**src/sv/spf_pkg.sv**
```systemverilog
// Shared types, constants and byte/CRC helpers for the servo position packet framer.
// No dependencies; imported by every module of the block.
package spf_pkg;

  localparam int unsigned PktLen    = 16;
  localparam int unsigned CrcStages = 10;  // one stage per CRC byte after the fixed header

  localparam logic [15:0] CrcPoly = 16'h8005;

  localparam logic [3:0] IdxId     = 4'd4;
  localparam logic [3:0] IdxPosLo  = 4'd10;
  localparam logic [3:0] IdxPosHi  = 4'd11;
  localparam logic [3:0] IdxCrcLo  = 4'd14;
  localparam logic [3:0] IdxCrcHi  = 4'd15;
  localparam logic [3:0] IdxLast   = 4'd15;

  // Fixed packet bytes; slots filled at run time hold zero here.
  localparam logic [7:0] FixedBytes [PktLen] = '{
    8'hFF, 8'hFF, 8'hFD, 8'h00,
    8'h00, 8'h09, 8'h00, 8'h03,
    8'h74, 8'h00, 8'h00, 8'h00,
    8'h00, 8'h00, 8'h00, 8'h00
  };

  typedef struct packed {
    logic        vld;
    logic [7:0]  id;
    logic [11:0] pos;
    logic [15:0] crc;
  } pkt_t;

  // One byte of CRC-16, MSB first.
  function automatic logic [15:0] crc_step(logic [15:0] crc, logic [7:0] b);
    logic [15:0] c;
    c = crc ^ {b, 8'h00};
    for (int i = 0; i < 8; i++) begin
      c = c[15] ? ({c[14:0], 1'b0} ^ CrcPoly) : {c[14:0], 1'b0};
    end
    return c;
  endfunction

  // CRC after the four header bytes, folded at elaboration.
  localparam logic [15:0] CrcHdr =
    crc_step(crc_step(crc_step(crc_step(16'h0000, 8'hFF), 8'hFF), 8'hFD), 8'h00);

  function automatic logic [7:0] pkt_byte(logic [3:0] idx, logic [7:0] id,
                                          logic [11:0] pos, logic [15:0] crc);
    logic [7:0] b;
    case (idx)
      IdxId:    b = id;
      IdxPosLo: b = pos[7:0];
      IdxPosHi: b = {4'h0, pos[11:8]};
      IdxCrcLo: b = crc[7:0];
      IdxCrcHi: b = crc[15:8];
      default:  b = FixedBytes[idx];
    endcase
    return b;
  endfunction

endpackage

```
**src/sv/spf_crc_pipe.sv**
```systemverilog
// CRC pipeline: one register stage per packet byte from the servo id to the last byte before the CRC.
// Depends on spf_pkg.
module spf_crc_pipe (
  input  logic          clk_i,
  input  logic          rst_ni,
  input  logic          in_vld_i,
  input  logic [7:0]    id_i,
  input  logic [11:0]   pos_i,
  output spf_pkg::pkt_t pkt_o
);
  import spf_pkg::*;

  logic        vld_q [CrcStages];
  logic [7:0]  id_q  [CrcStages];
  logic [11:0] pos_q [CrcStages];
  logic [15:0] crc_q [CrcStages];

  always_ff @(posedge clk_i or negedge rst_ni) begin
    if (!rst_ni) begin
      for (int k = 0; k < CrcStages; k++) begin
        vld_q[k] <= 1'b0;
      end
    end else begin
      vld_q[0] <= in_vld_i;
      for (int k = 1; k < CrcStages; k++) begin
        vld_q[k] <= vld_q[k-1];
      end
    end
  end

  // Stage 0 folds in the servo id on top of the fixed header.
  always_ff @(posedge clk_i) begin
    id_q[0]  <= id_i;
    pos_q[0] <= pos_i;
    crc_q[0] <= crc_step(CrcHdr, id_i);
  end

  // Stage k adds packet byte IdxId + k.
  for (genvar k = 1; k < CrcStages; k++) begin : g_stage
    localparam logic [3:0] ByteIdx = 4'(int'(IdxId) + k);
    always_ff @(posedge clk_i) begin
      id_q[k]  <= id_q[k-1];
      pos_q[k] <= pos_q[k-1];
      crc_q[k] <= crc_step(crc_q[k-1], pkt_byte(ByteIdx, id_q[k-1], pos_q[k-1], 16'h0000));
    end
  end

  assign pkt_o.vld = vld_q[CrcStages-1];
  assign pkt_o.id  = id_q[CrcStages-1];
  assign pkt_o.pos = pos_q[CrcStages-1];
  assign pkt_o.crc = crc_q[CrcStages-1];

endmodule

```
**src/sv/spf_serializer.sv**
```systemverilog
// Packet serializer: one pending packet slot and a byte counter driving registered outputs.
// Depends on spf_pkg.
module spf_serializer (
  input  logic          clk_i,
  input  logic          rst_ni,
  input  spf_pkg::pkt_t pkt_i,
  output logic          load_o,
  output logic          tx_valid_o,
  output logic [7:0]    tx_byte_o,
  output logic          last_byte_o
);
  import spf_pkg::*;

  logic        pend_vld_q, pend_vld_d;
  pkt_t        pend_q;
  pkt_t        cur_q;
  logic        active_q, active_d;
  logic [3:0]  cnt_q, cnt_d;
  logic        tx_valid_q;
  logic [7:0]  tx_byte_q;
  logic        last_q;
  logic        at_end;
  logic        load;

  assign at_end = active_q && (cnt_q == IdxLast);
  assign load   = pend_vld_q && (!active_q || at_end);

  always_comb begin
    pend_vld_d = pend_vld_q;
    if (pkt_i.vld) begin
      pend_vld_d = 1'b1;
    end else if (load) begin
      pend_vld_d = 1'b0;
    end
    active_d = active_q;
    cnt_d    = cnt_q;
    if (load) begin
      active_d = 1'b1;
      cnt_d    = 4'd0;
    end else if (at_end) begin
      active_d = 1'b0;
    end else if (active_q) begin
      cnt_d = cnt_q + 4'd1;
    end
  end

  always_ff @(posedge clk_i or negedge rst_ni) begin
    if (!rst_ni) begin
      pend_vld_q <= 1'b0;
      active_q   <= 1'b0;
      cnt_q      <= 4'd0;
      tx_valid_q <= 1'b0;
      last_q     <= 1'b0;
    end else begin
      pend_vld_q <= pend_vld_d;
      active_q   <= active_d;
      cnt_q      <= cnt_d;
      tx_valid_q <= active_q;
      last_q     <= at_end;
    end
  end

  always_ff @(posedge clk_i) begin
    if (pkt_i.vld) begin
      pend_q <= pkt_i;
    end
    if (load) begin
      cur_q <= pend_q;
    end
    tx_byte_q <= pkt_byte(cnt_q, cur_q.id, cur_q.pos, cur_q.crc);
  end

  assign load_o      = load;
  assign tx_valid_o  = tx_valid_q;
  assign tx_byte_o   = tx_byte_q;
  assign last_byte_o = last_q;

endmodule

```
**src/sv/servo_position_packet_framer_core.sv**
```systemverilog
// Top level of the servo position packet framer: config register, admission and submodules.
// Depends on spf_pkg, spf_crc_pipe and spf_serializer.

// Each goal position accepted (start_i high while busy_o low) becomes one 16-byte servo
// write packet: FF FF FD 00, servo id, 09 00, 03, 74 00, position low/high, 00 00, then
// the CRC-16 (poly 0x8005, MSB first, zero init) over the first 14 bytes, low byte first.
// Bytes leave one word per cycle on tx_byte_o, each marked by tx_valid_o for exactly one
// cycle; last_byte_o flags the CRC high byte. The receiver cannot stall the stream, so
// every word must be taken in the cycle it is shown. Between the edge that accepts a start
// and the first byte shown lie the CRC stages, the pending slot, the current-packet register
// and the output register. Sustained throughput is set by the one-byte-per-cycle output;
// packets follow each other with no gap. The CRC runs in a 10-stage pipeline, one byte per
// stage, and a pending slot holds the finished packet while the previous one drains, so
// busy_o drops as soon as a packet begins to shift out and the next position can be taken
// long before the current packet is finished.
// Write servo_id only while no packet is in flight; reset value of servo_id is 1.
// A 12-bit position never exceeds 4095, so the saturation is inherent in the port width.
module servo_position_packet_framer_core (
  input  logic        clk_i,
  input  logic        rst_ni,
  input  logic        cfg_we_i,
  input  logic [7:0]  cfg_wdata_i,
  input  logic        start_i,
  input  logic [11:0] goal_position_i,
  output logic        busy_o,
  output logic        tx_valid_o,
  output logic [7:0]  tx_byte_o,
  output logic        last_byte_o
);
  import spf_pkg::*;

  logic [7:0] servo_id_q;
  logic       inflight_q, inflight_d;
  logic       accept;
  logic       ser_load;
  pkt_t       pipe_pkt;

  // Servo id register.
  always_ff @(posedge clk_i or negedge rst_ni) begin
    if (!rst_ni) begin
      servo_id_q <= 8'd1;
    end else if (cfg_we_i) begin
      servo_id_q <= cfg_wdata_i;
    end
  end

  // Admit one packet between accept and the moment the serializer loads it; the pipeline
  // never stalls, so this alone keeps the pending slot from overflowing.
  assign accept = start_i && !inflight_q;

  always_comb begin
    inflight_d = inflight_q;
    if (accept) begin
      inflight_d = 1'b1;
    end else if (ser_load) begin
      inflight_d = 1'b0;
    end
  end

  always_ff @(posedge clk_i or negedge rst_ni) begin
    if (!rst_ni) begin
      inflight_q <= 1'b0;
    end else begin
      inflight_q <= inflight_d;
    end
  end

  assign busy_o = inflight_q;

  spf_crc_pipe u_crc_pipe (
    .clk_i    (clk_i),
    .rst_ni   (rst_ni),
    .in_vld_i (accept),
    .id_i     (servo_id_q),
    .pos_i    (goal_position_i),
    .pkt_o    (pipe_pkt)
  );

  spf_serializer u_serializer (
    .clk_i       (clk_i),
    .rst_ni      (rst_ni),
    .pkt_i       (pipe_pkt),
    .load_o      (ser_load),
    .tx_valid_o  (tx_valid_o),
    .tx_byte_o   (tx_byte_o),
    .last_byte_o (last_byte_o)
  );

`ifndef SYNTHESIS
  a_last_has_strobe: assert property (@(posedge clk_i) disable iff (!rst_ni)
    last_byte_o |-> tx_valid_o)
    else $error("last_byte_o without tx_valid_o");

  a_accept_sets_busy: assert property (@(posedge clk_i) disable iff (!rst_ni)
    (start_i && !busy_o) |=> busy_o)
    else $error("busy_o not raised after accept");

  a_no_overflow: assert property (@(posedge clk_i) disable iff (!rst_ni)
    pipe_pkt.vld |-> inflight_q)
    else $error("packet left the CRC pipeline without an admitted item");

  a_last_spacing: assert property (@(posedge clk_i) disable iff (!rst_ni)
    last_byte_o |=> !last_byte_o)
    else $error("two last bytes in a row");
`endif

endmodule
```
**config.mk**
```make
export PLATFORM = sky130hd
export DESIGN_NAME = servo_position_packet_framer_core
export DESIGN_NICKNAME = d
export VERILOG_FILES = /design/src/sv/spf_pkg.sv /design/src/sv/spf_crc_pipe.sv /design/src/sv/spf_serializer.sv /design/src/sv/servo_position_packet_framer_core.sv
export SDC_FILE = /design/constraint.sdc
export NUM_CORES = 1
export LEC_CHECK = 0
export BUFFER_PORTS_ARGS = -buffer_cell sky130_fd_sc_hd__buf_2
export CAP_MARGIN = 20
export CORE_UTILIZATION = 37
export CTS_CLUSTER_DIAMETER = 200
export DETAILED_ROUTE_END_ITERATION = 8
export HOLD_SLACK_MARGIN = 0.1
export PLACE_DENSITY = 0.48
export SYNTH_ARGS = -nofsm -noshare
export SYNTH_HDL_FRONTEND = slang
export SYNTH_SLANG_ARGS = --single-unit
```
**constraint.sdc**
```tcl
create_clock -name clk_i -period 6.3 [get_ports clk_i]
set_input_delay 1.26 -clock clk_i [delete_from_list [all_inputs] [get_ports clk_i]]
set_output_delay 1.26 -clock clk_i [all_outputs]
set_load 0.005 [all_outputs]
```
### After elaboration in Yosys (flattened, before gate mapping)

Memories as Yosys holds them, arrays and structs flattened. A register that Yosys moved wholly into a read port is not among the register bits.
Index checks and enable logic that the tools add are counted.

| word-level totals | value |
|---|---|
| register bits | 71 |
| memory bits (writable) | 360 |
| ROM bits | 128 |
| output and inout port bits | 11 |
| word-level logic and storage cells | 222 |
| memories kept | 4 |

| operators by class | value |
|---|---|
| $add $sub $neg | 1 |
| order comparisons | 1 |
| equal/unequal tests | 6 |
| mux-type cells | 91 |
| bitwise logic cells | 87 |
| reduce and logical (&&, ||, !) cells | 11 |

Memory list:

| memory | words | bits a word | rd ports | clocked after memory_dff | write ports | RTL line | RTL |
|---|---|---|---|---|---|---|---|
| u_crc_pipe.crc_q | 10 | 16 | 10 | 1 | 10 | spf_crc_pipe.sv:16 | `logic [15:0] crc_q [CrcStages];` |
| (no name shown) | 16 | 8 | 1 | 0 | 0 | spf_pkg.sv:55 | `default: b = FixedBytes[idx];` |
| u_crc_pipe.pos_q | 10 | 12 | 10 | 1 | 10 | spf_crc_pipe.sv:15 | `logic [11:0] pos_q [CrcStages];` |
| u_crc_pipe.id_q | 10 | 8 | 10 | 1 | 10 | spf_crc_pipe.sv:14 | `logic [7:0] id_q [CrcStages];` |

Operators with widths:

| operator | number |
|---|---|
| $mux 16 | 80 |
| $not 3->3 | 80 |
| $pmux 8 s5 | 1 |
| $eq 4x4->1 const B | 4 |
| $mux 8 | 2 |
| $xor 16x12->16 | 1 |
| $xor 16x16->16 | 1 |
| $mux 4 | 3 |
| $reduce_bool 2->1 | 4 |
| $ge 5x5->1 const B | 1 |
| $mux 1 | 5 |
| $not 4->5 | 1 |
| $not 5->5 | 1 |
| $add 4x1->4 const B | 1 |
| $eq 4x3->1 const B | 1 |
| $not 2->2 | 2 |
| $not 4->4 | 1 |
| $logic_and 1x1->1 | 3 |
| $logic_not 1->1 | 2 |
| $ne 2x2->1 const B | 1 |
| $reduce_and 2->1 | 1 |
| $logic_or 1x1->1 | 1 |

### Longest topological paths before layout

Gate-level depths: netlist of the first run.
An unclocked memory read counts as a cell.

| logic depth | value |
|---|---|
| depth after elaboration | 18 |
| gate-level depth with buffers | 7 |
| mapped depth without buffers | 6 |

### By module

Synthesis of the first run repeated with hierarchy kept, for this count alone.

| second synthesis, totals | value |
|---|---|
| cell total of the unflattened synthesis | 694 |
| area, all modules | 12,021.5 µm² |

By module, submodules not included:

| module | times used | cells each | area each (µm²) | seq. area each (µm²) |
|---|---|---|---|---|
| spf_crc_pipe | 1 | 493 | 8,485.6 | 7,096.8 |
| spf_serializer | 1 | 180 | 3,163.0 | 2,522.4 |
| servo_position_packet_framer_core | 1 | 21 | 372.9 | 226.5 |

### Worst setup path before layout of the first run

OpenSTA, ideal clock, no wires.

| timing | value |
|---|---|
| path kind | flip-flop to flip-flop |
| start | register u_serializer.cnt_q[1] |
| end | register u_serializer.cur_q[0] (netlist name) (enable) |
| setup time | 0.443 ns |
| arrival time | 2.635 ns |
| data required time | 5.857 ns |
| setup slack | 3.222 ns |
| cell stages (with the launch flop) | 4 |
| clock period less this slack | 3.078 ns |
| cells stage by stage | dfrtp_1 -> ha_1 -> nand3_1 -> a21oi_1 |

| between the ends | value |
|---|---|
| word-level cells in the longest chain between the ends | 4 |

Ends and longest elaborated chain:

| what | RTL line | RTL |
|---|---|---|
| start, declared | spf_serializer.sv:18 | `logic [3:0] cnt_q, cnt_d;` |
| start signal, assigned | spf_serializer.sv:57 | `cnt_q <= cnt_d;` |
| $eq 4x4->1 | spf_serializer.sv:25 | `assign at_end = active_q && (cnt_q == IdxLast);` |
| $logic_and 1x1->1 | spf_serializer.sv:25 |  |
| $logic_or 1x1->1 | spf_serializer.sv:26 | `assign load = pend_vld_q && (!active_q \|\| at_end);` |
| $logic_and 1x1->1 | spf_serializer.sv:26 |  |
| net ser_load | servo_position_packet_framer_core.sv:35 | `logic ser_load;` |
| end signal, assigned | spf_serializer.sv:68 | `cur_q <= pend_q;` |
| end, declared | spf_serializer.sv:16 | `pkt_t cur_q;` |

The timed path passes the listed nets, and every way through them passes these cells.
A chain may end at the register's enable or synchronous reset.

### Final worst setup path of the first run

| timing | value |
|---|---|
| start | register inflight_q (netlist: busy_o) |
| end | output busy_o |

RTL lines:

| what | RTL line | RTL |
|---|---|---|
| start, declared | servo_position_packet_framer_core.sv:33 | `logic inflight_q, inflight_d;` |
| start signal, assigned | servo_position_packet_framer_core.sv:64 | `inflight_q <= inflight_d;` |
| end, declared | servo_position_packet_framer_core.sv:25 | `output logic busy_o,` |

No word-level cell between the ends.

==> results of run 1 <==
==> worst register-to-register path, stage by stage (launching register included) <==
cell     delay (ns)
dfrtp_1        0.87
nand3_1        0.41
a21oi_4        0.47
buf_16         0.23
==> power by group <==
group	internal, W	switching, W
Sequential	0.00366	0.000336
Combinational	0.000959	0.000727
Clock	0.00146	0.000979
==> layout make-up <==
type / count / area (um^2)
inverter: 13 / 48.8
timing repair buffer: 36 / 205
sequential: 449 / 9850
clock inverter: 17 / 178
fill: 2782 / 17600
clock buffer: 58 / 1200
multi-input combinational: 212 / 1940
tap: 402 / 503
==> per-stage QoR <==
step           util (%)  worst slack (ns)
6_report           44.1              3.96
3_3_place_gp       39.6              3.85
5_1_grt            44.1              3.86
3_5_place_dp       39.6              3.70
2_1_floorplan         -              3.22
4_1_cts            44.0              3.68
==> sequential cells by signal, indices dropped and copies added, names as in the netlist <==
| name | cells |
|---|---|
| u_crc_pipe.pkt_o | 1 |
| u_crc_pipe.crc_q | 143 |
| u_serializer.pend_q | 36 |
| u_serializer.tx_valid_o | 1 |
| u_serializer.tx_byte_o | 8 |
| u_serializer.cur_q | 36 |
| u_serializer.cnt_q | 4 |
| u_crc_pipe.vld_q | 9 |
| servo_id_q | 8 |
| busy_o | 1 |
| u_serializer.last_byte_o | 1 |
| u_crc_pipe.pos_q | 120 |
| u_serializer.pend_vld_q | 1 |
| u_crc_pipe.id_q | 79 |
| u_serializer.active_q | 1 |
==> cell usage in the layout, fill, tap and decap left out, types with 3 or more instances in the layout <==
cell       netlist  routed
edfxtp_1        72      72
clkbuf_8         0       5
xor2_1          54      54
inv_1           12      12
a221oi_1         3       3
a21oi_1          7       6
xnor2_1         56      56
ha_1             4       4
buf_2            1      34
clkbuf_16        0      44
clkinv_1         1       3
mux2_2          10      10
a32oi_1          4       4
clkinv_2         0       8
xnor3_1          4       4
nor2_1           4       4
mux2i_1          3       3
o21ai_0          6       6
dfrtp_1         26      26
nand2_1          9       9
nand3_1          6       6
bufinv_16        0       3
clkbuf_1         7       9
dfxtp_1        350     350
xnor2_2          7       7
a22o_1           3       3
a31oi_1          4       4
==> kinds of logic (layout without fill, tap and decap cells) <==
group | count (synthesis) | in the layout | share of synthesized area (%)
compound gates | 40 | 40 | 2.39
mux | 13 | 13 | 1.20
fa+ha+maj | 4 | 4 | 0.422
simple gates | 26 | 26 | 1.03
flops | 449 | 449 | 83.1
other cells | 1 | 1 | 0.0316
buf+inv | 22 | 124 | 0.707
xor+xnor | 128 | 128 | 11.2
==> final timing paths <==
| kind | to | start | cells past startpoint | slack [ns] |
|---|---|---|---|---|
| min in group asynchronous | servo_id_q[6]$_DFFE_PN0P_ | rst_ni | 1 | 0.77 |
| max in group asynchronous | u_serializer.tx_valid_o$_DFF_PN0_ | rst_ni | 1 | 5.10 |
| hold / removal | u_crc_pipe.pos_q[8][5]$_DFF_P_ | u_crc_pipe.pos_q[7][5]$_DFF_P_ | 0 | 0.32 |
| setup reg to reg | u_serializer.cur_q[9]$_DFFE_PP_ | u_serializer.cnt_q[2]$_DFFE_PN0P_ | 3 | 4.00 |
| setup / recovery | busy_o | busy_o$_DFFE_PN0P_ | 1 | 3.96 |
| hold reg to reg | u_crc_pipe.pos_q[8][5]$_DFF_P_ | u_crc_pipe.pos_q[7][5]$_DFF_P_ | 0 | 0.32 |
==> layer usage <==
metal / part of all wire [%] / GRT usage, % / vias to the layer above
met2: 46 / 14.3 / 116
li1: - / - / 2398
met1: 43 / 9.65 / 2102
met5: 0 / 0 / -
met4: 5.3 / 5.73 / 0
met3: 6.1 / 2.88 / 58
==> summary.txt, run 1 <==
Timing
  • Final hold slack: roughly 0.32 ns
  • RSZ-0062 raised after global routing: no
  • Setup TNS: 0 ns
  • Final Max Tran Viols: 0
  • Tightest Pin Transition: 0.817 ns
  • Final Skew: ~0.018 ns
  • Tmin final: about 2.3 ns
  • Tcrit/Tclk final: 37.1%
  • Fin. Hold Viols: 0
  • Slew headroom: a little under half
  • Setup Viol. Count Final: 0
  • Max Fclk: between 0.4 and 0.5 GHz

Yosys
  • Net Count, Synth: ~700
  • Top post-synthesis cells by count: 350 x dfxtp_1, 72 x edfxtp_1, 56 x xnor2_1
  • Post-Syn Instances: 683
  • Top post-synthesis cells by area: dfxtp_1 59%, edfxtp_1 18%, dfrtp_1 5.5%
  • Count leader, synth: dfxtp_1
  • Seq/Total Area, Yosys: between 80% and 90%
  • Synth Cell Area: ~12000 um^2
  • Async SR Flop Fraction: between 6 and 7%
  • Number of synthesized flops with an enable pin: 72
  • Unique masters post-synth: between 40 and 50
  • Yosys warns: 0
  • Synth area leader: dfxtp_1
  • Synth top area share: just under 60%
  • Ys flop type: dfxtp_1
  • Syn avg cell area: about 17 um^2
  • Yosys reg bits: roughly 450

Route
  • Vias per inst: just under 4
  • DR DRC count: 0
  • Wire per inst: 11.7 um
  • Antenna Violating Nets Remaining: 0
  • Detailed-route wire length: roughly 14 mm
  • Via count: approximately 4700
  • Drt pass-1 iters: 4
  • Number of DRC markers in iteration 0: approximately 200

Setup path
  • Crit path max-delay family: flip-flops
  • Worst path arrival time: 1.08 ns
  • Slowest-stage cell, CP: dfrtp_1
  • Worst EP required: about 5.0 ns
  • CP Cell Sequence: buf_2
  • CP Capture Type: output port
  • Worst Setup Start Kind: register
  • CP Buf/Inv Count: 1
  • Crit Path Category: register to output port
  • Worst Path Max Fanout: 4
  • Crit-path max cell delay: 0.42 ns

Die
  • IO Count: 35
  • DIE AREA: ~33000 um^2
  • CORE AREA: around 32000 um^2
  • Die X: around 180 um
  • Initial cell density of the core: between 30 and 40%
  • Chip Height: approximately 180 um
  • Core Rows: 65

Finish
  • Antenna cell count: 0
  • Fin nets: about 800
  • Final std cells w/o fill: between 1000 and 1500
  • Area delta synth->final: 17.4%
  • Design area: ~14000 um^2
  • Share of cells above drive strength 1: ~16%

Power and ir drop
  • VDD IR-drop max: 0.283 mV
  • Overall power: just over 0.008 W
  • Leakage Power: roughly 5.6 nW
  • Power Dens Cells: 584 nW/um^2

CTS
  • Sink Count: ~450
  • Reg clk slew, reported paths: 0.06 ns
  • CTS Root Buffer Type: clkbuf_16
  • Cts repair resizes: 0
  • Number of buffers created by CTS: 42
  • Postcts setup bufs: 0
  • Hold buffers post-CTS: 0
  • H-tree depth: 2
  • CTS Buffer Depth: 3
  • CTS tree: yes
  • Clk_lat worst skew: approximately 0.52 ns

Run status
  • Outcome: completed

Placement
  • Placement Cell Area: approximately 13000 um^2
  • Number of port buffers: 34
  • Routability congestion estimate: 0.900
  • DP HPWL: around 9.1 mm
  • Placed Cells: between 1000 and 1500

GRT
  • Initial antenna violation count: 0
  • First-pass GRT wire length: 22.9 mm
  • GRT Total Usage: slightly below 9%
  • Largest net degree at the start of global routing: 38
  • Grt ovf: 0
  • Vias in the first global route: between 4000 and 5000

Job
  • Max_cap viols: 0

Min path
  • Min-Delay Path Class: register to register
(Power assumes the default switching activity.)
==> inputs of run 2 (changes only) <==
- ABC_AREA: default -> 1
- clock period: 6.3 -> 2.42 ns (I/O delays scaled with it)
==> summary.txt, run 2 <==
Setup path
  • CP Cell Sequence: ha_1 -> nand3_1 -> nand2_1 -> inv_1 -> nor2_4 -> buf_4 -> nor2_1 -> nand2_1 -> o21ai_0 (was buf_2)
  • Crit Path Category: register to register (was register to output port)
  • CP Capture Type: register (was output port)
  • Crit-path max cell delay: 0.45 ns (was 0.42 ns)
  • Worst Path Max Fanout: 38 (was 4)
  • Critical R2R Launch: u_serializer.cnt_q[1]$_DFFE_PN0P_ (was u_serializer.cnt_q[2]$_DFFE_PN0P_)
  • Slowest-stage cell, CP: dfrtp_1 (unchanged)
  • Worst path arrival time: 2.35 ns (was 1.08 ns)
  • Reg2reg path depth: 9 (was 3)
  • Worst Setup Start Kind: register (unchanged)
  • Worst EP required: 2.81 ns (was 5.04 ns)
  • Worst R2R Setup Slack: 0.46 ns (was 4.00 ns)
  • Reg-to-reg endpoint: u_serializer.cnt_q[3]$_DFFE_PN0P_ (was u_serializer.cur_q[9]$_DFFE_PP_)
  • Most frequent CP cell: nand2_1

Finish
  • Area delta synth->final: 19.0% (was 17.4%)
  • Fill cell count: 2849 (was 2782)
  • Fin nets: 892 (was 782)
  • Largest regs: u_crc_pipe.crc_q (143), u_crc_pipe.pos_q (120), u_crc_pipe.id_q (79) (unchanged)
  • Max reg flops: 143 (unchanged)
  • Multi-input gate area: 1940 um^2 (about the same)
  • Reg with most FFs: u_crc_pipe.crc_q (unchanged)
  • Register area: 9850 um^2 (unchanged)
  • Most common cell after layout, fill and taps aside: dfxtp_1 (unchanged)
  • Share of cells above drive strength 1: 15.4% (was 15.8%)
  • Most frequent cells in the layout: 350 x dfxtp_1, 74 x xor2_1, 72 x edfxtp_1 (was 350 x dfxtp_1, 72 x edfxtp_1, 56 x xnor2_1)
  • Antenna cell count: 0 (unchanged)

Timing
  • Tcrit/Tclk final: 81.2%
  • Final Skew: 0.0172 ns (was 0.0181 ns)
  • Setup Viol. Count Final: 0 (unchanged)
  • Tightest Pin Transition: 0.691 ns (was 0.817 ns)
  • Setup WS post-layout: 0.456 ns (was 3.96 ns)
  • Tmin final: 1.96 ns
  • Final hold slack: 0.164 ns (was 0.319 ns)
  • Setup TNS: 0 ns (unchanged)
  • Final Max Tran Viols: 0 (unchanged)
  • RSZ-0062 raised after global routing: no (unchanged)
  • Fin. Hold Viols: 0 (unchanged)
  • Slew headroom: 54.0% (was 45.5%)
  • Max Fclk: around 0.51 GHz

Yosys
  • Top post-synthesis cells by area: dfxtp_1 59%, edfxtp_1 18%, dfrtp_1 5.4% (was dfxtp_1 59%, edfxtp_1 18%, dfrtp_1 5.5%)
  • Async SR Flop Fraction: 6.01% (unchanged)
  • Synth area leader: dfxtp_1 (unchanged)
  • Synth Cell Area: 12000 um^2 (was 11900 um^2)
  • Unique masters post-synth: 33 (was 46)
  • Synth top area share: 58.6% (was 59.1%)
  • Yosys reg bits: 449 (unchanged)
  • Seq/Total Area, Yosys: 82.3% (was 83.1%)
  • Net Count, Synth: 800 (was 711)
  • Count leader, synth: dfxtp_1 (unchanged)
  • Syn avg cell area: 15.5 um^2 (was 17.4 um^2)
  • Number of synthesized flops with an enable pin: 72 (unchanged)
  • Ys flop type: dfxtp_1 (unchanged)
  • Yosys warns: 0 (unchanged)
  • Top post-synthesis cells by count: 350 x dfxtp_1, 74 x xor2_1, 72 x edfxtp_1 (was 350 x dfxtp_1, 72 x edfxtp_1, 56 x xnor2_1)
  • Post-Syn Instances: 772 (was 683)

Die
  • DIE AREA: 33100 um^2 (was 32800 um^2)
  • IO Count: 35 (unchanged)
  • Initial cell density of the core: 37.7% (was 37.6%)
  • Die X: 182 um (was 181 um)
  • CORE AREA: 31700 um^2 (was 31600 um^2)
  • Chip Height: 182 um (was 181 um)
  • Core Rows: 65 (unchanged)

Min path
  • Hold path endpoint: servo_id_q[1]$_DFFE_PN0P_ (was u_crc_pipe.pos_q[8][5]$_DFF_P_)
  • Origin of the worst min-delay path: cfg_wdata_i[1] (was u_crc_pipe.pos_q[7][5]$_DFF_P_)
  • Hold Path Depth: 3 (was 0)
  • Min-Delay Path Class: input port to register (was register to register)

Route
  • Number of DRC markers in iteration 0: 200 (was 205)
  • Wire per inst: 11.8 um (was 11.7 um)
  • DR DRC count: 0 (unchanged)
  • Via count: 5171 (was 4674)
  • Vias per inst: 3.98 (was 3.94)
  • Drt pass-1 iters: 4 (unchanged)
  • Detailed-route wire length: 15.3 mm (was 13.9 mm)
  • Antenna Violating Nets Remaining: 0 (unchanged)

Placement
  • Routability congestion estimate: 0.780 (was 0.900)
  • Number of port buffers: 34 (unchanged)
  • DP HPWL: 10.1 mm (was 9.06 mm)
  • Pre-CTS WS: 0.470 ns (was 3.70 ns)

CTS
  • Postcts setup bufs: 0 (unchanged)
  • Clk_lat worst skew: 0.53 ns (was 0.52 ns)
  • H-tree depth: 2 (unchanged)
  • Number of buffers created by CTS: 44 (was 42)
  • Reg clk slew, reported paths: 0.06 ns (about the same)
  • Sink Count: 449 (unchanged)
  • CTS Root Buffer Type: clkbuf_16 (unchanged)
  • CTS Buffer Depth: 3 (unchanged)
  • CTS tree: yes (unchanged)

Power and ir drop
  • VDD IR-drop max: 0.786 mV (was 0.283 mV)
  • Leakage Power: 5.88 nW (was 5.60 nW)
  • Power Dens Cells: 1430 nW/um^2 (was 584 nW/um^2)
  • Overall power: 0.0204 W (was 0.00813 W)

Run status
  • Outcome: completed (unchanged)

GRT
  • Grt ovf: 0 (unchanged)
  • GRT Total Usage: 9.84% (was 8.69%)
  • Initial antenna violation count: 0 (unchanged)
  • First-pass GRT wire length: 26.1 mm (was 22.9 mm)
  • Largest net degree at the start of global routing: 39 (was 38)
  • Vias in the first global route: 5519 (was 4789)

Job
  • Max_cap viols: 0 (unchanged)
## run 2: cell count changes after synthesis, moves of 4 or more
cell and delta:
a31oi_1 -4, a32oi_1 -4, clkbuf_1 -4, inv_1 +31, mux2_2 -4, nand2_1 +49
nand2_2 +9, nand3_1 +23, nor2_1 +7, xnor2_1 -16, xnor2_2 -4, xnor3_1 -4
xor2_1 +20
## run 2: cell families after synthesis
family / after synthesis / share of synthesized area [%]
AOI/OAI and AO/OA: 26 / 1.42
and+or+nand+nor: 118 / 4.61
buffers and inverters: 49 / 1.56
other: 1 / 0.0313
xor gates and xnor gates: 119 / 9.12
muxes: 6 / 0.565
DFF: 449 / 82.3
adders and majority gates: 4 / 0.418
## run 2: power breakdown
part           internal [W]  total [W]  switching [W]  leakage [nW]
Clock               0.00394    0.00661        0.00267         0.722
Sequential          0.00923    0.00987       0.000645          3.95
Combinational       0.00180    0.00392        0.00212          1.21
Total                0.0150     0.0204        0.00543          5.88
## run 2: layout make-up
| class | count | share of cell area [%] |
|---|---|---|
| Timing Repair Buffer | 51 | 2.32 |
| Tap cell | 402 | 3.53 |
| Clock inverter | 17 | 1.23 |
| Clock buffer | 62 | 9.01 |
| Inverter | 44 | 1.16 |
| Multi-Input combinational cell | 274 | 13.6 |
| Sequential cell | 449 | 69.1 |
## run 2: routing by layer
metal / up-vias / GRT usage [%] / routed length, um
met4: 0 / 5.29 / 551
li1: 2672 / - / -
met5: - / 0 / 0
met2: 107 / 17.2 / 7550
met3: 49 / 2.65 / 801
met1: 2343 / 10.9 / 6360
## run 2: worst max path at each step
stage,cells after the start,start,endpoint
floorplan,5,u_serializer.cnt_q[1]$_DFFE_PN0P_,u_serializer.cur_q[0]$_DFFE_PP_
global placement,6,u_serializer.cnt_q[1]$_DFFE_PN0P_,u_serializer.cur_q[26]$_DFFE_PP_
detailed placement,9,u_serializer.cnt_q[1]$_DFFE_PN0P_,u_serializer.cnt_q[3]$_DFFE_PN0P_
CTS,9,u_serializer.cnt_q[1]$_DFFE_PN0P_,u_serializer.cnt_q[3]$_DFFE_PN0P_
global route,9,u_serializer.cnt_q[1]$_DFFE_PN0P_,u_serializer.cnt_q[3]$_DFFE_PN0P_
finish,9,u_serializer.cnt_q[1]$_DFFE_PN0P_,u_serializer.cnt_q[3]$_DFFE_PN0P_
## run 2: through the flow
step | instances | utilization, % | area [um^2]
3_3_place_gp | 1207 | 39.9 | 12700
4_1_cts | 1299 | 44.9 | 14200
5_1_grt | 1299 | 44.9 | 14200
3_5_place_dp | 1207 | 39.9 | 12700
6_report | 1299 | 44.9 | 14200
2_1_floorplan | 772 | - | 12000
## run 2: timing repair
item	CTS	global route
gates resized for setup	0	0
endpoints found under the hold margin	38	0
hold buffers	13	0
## run 2: critical path, delay by kind of cell, from the launching register on
kind / cells / cell delay (ns)
buffers and inverters: 2 / 0.50
AOI/OAI and AO/OA: 1 / 0.09
adders and majority gates: 1 / 0.29
DFF: 1 / 0.45
and+or+nand+nor: 5 / 0.50
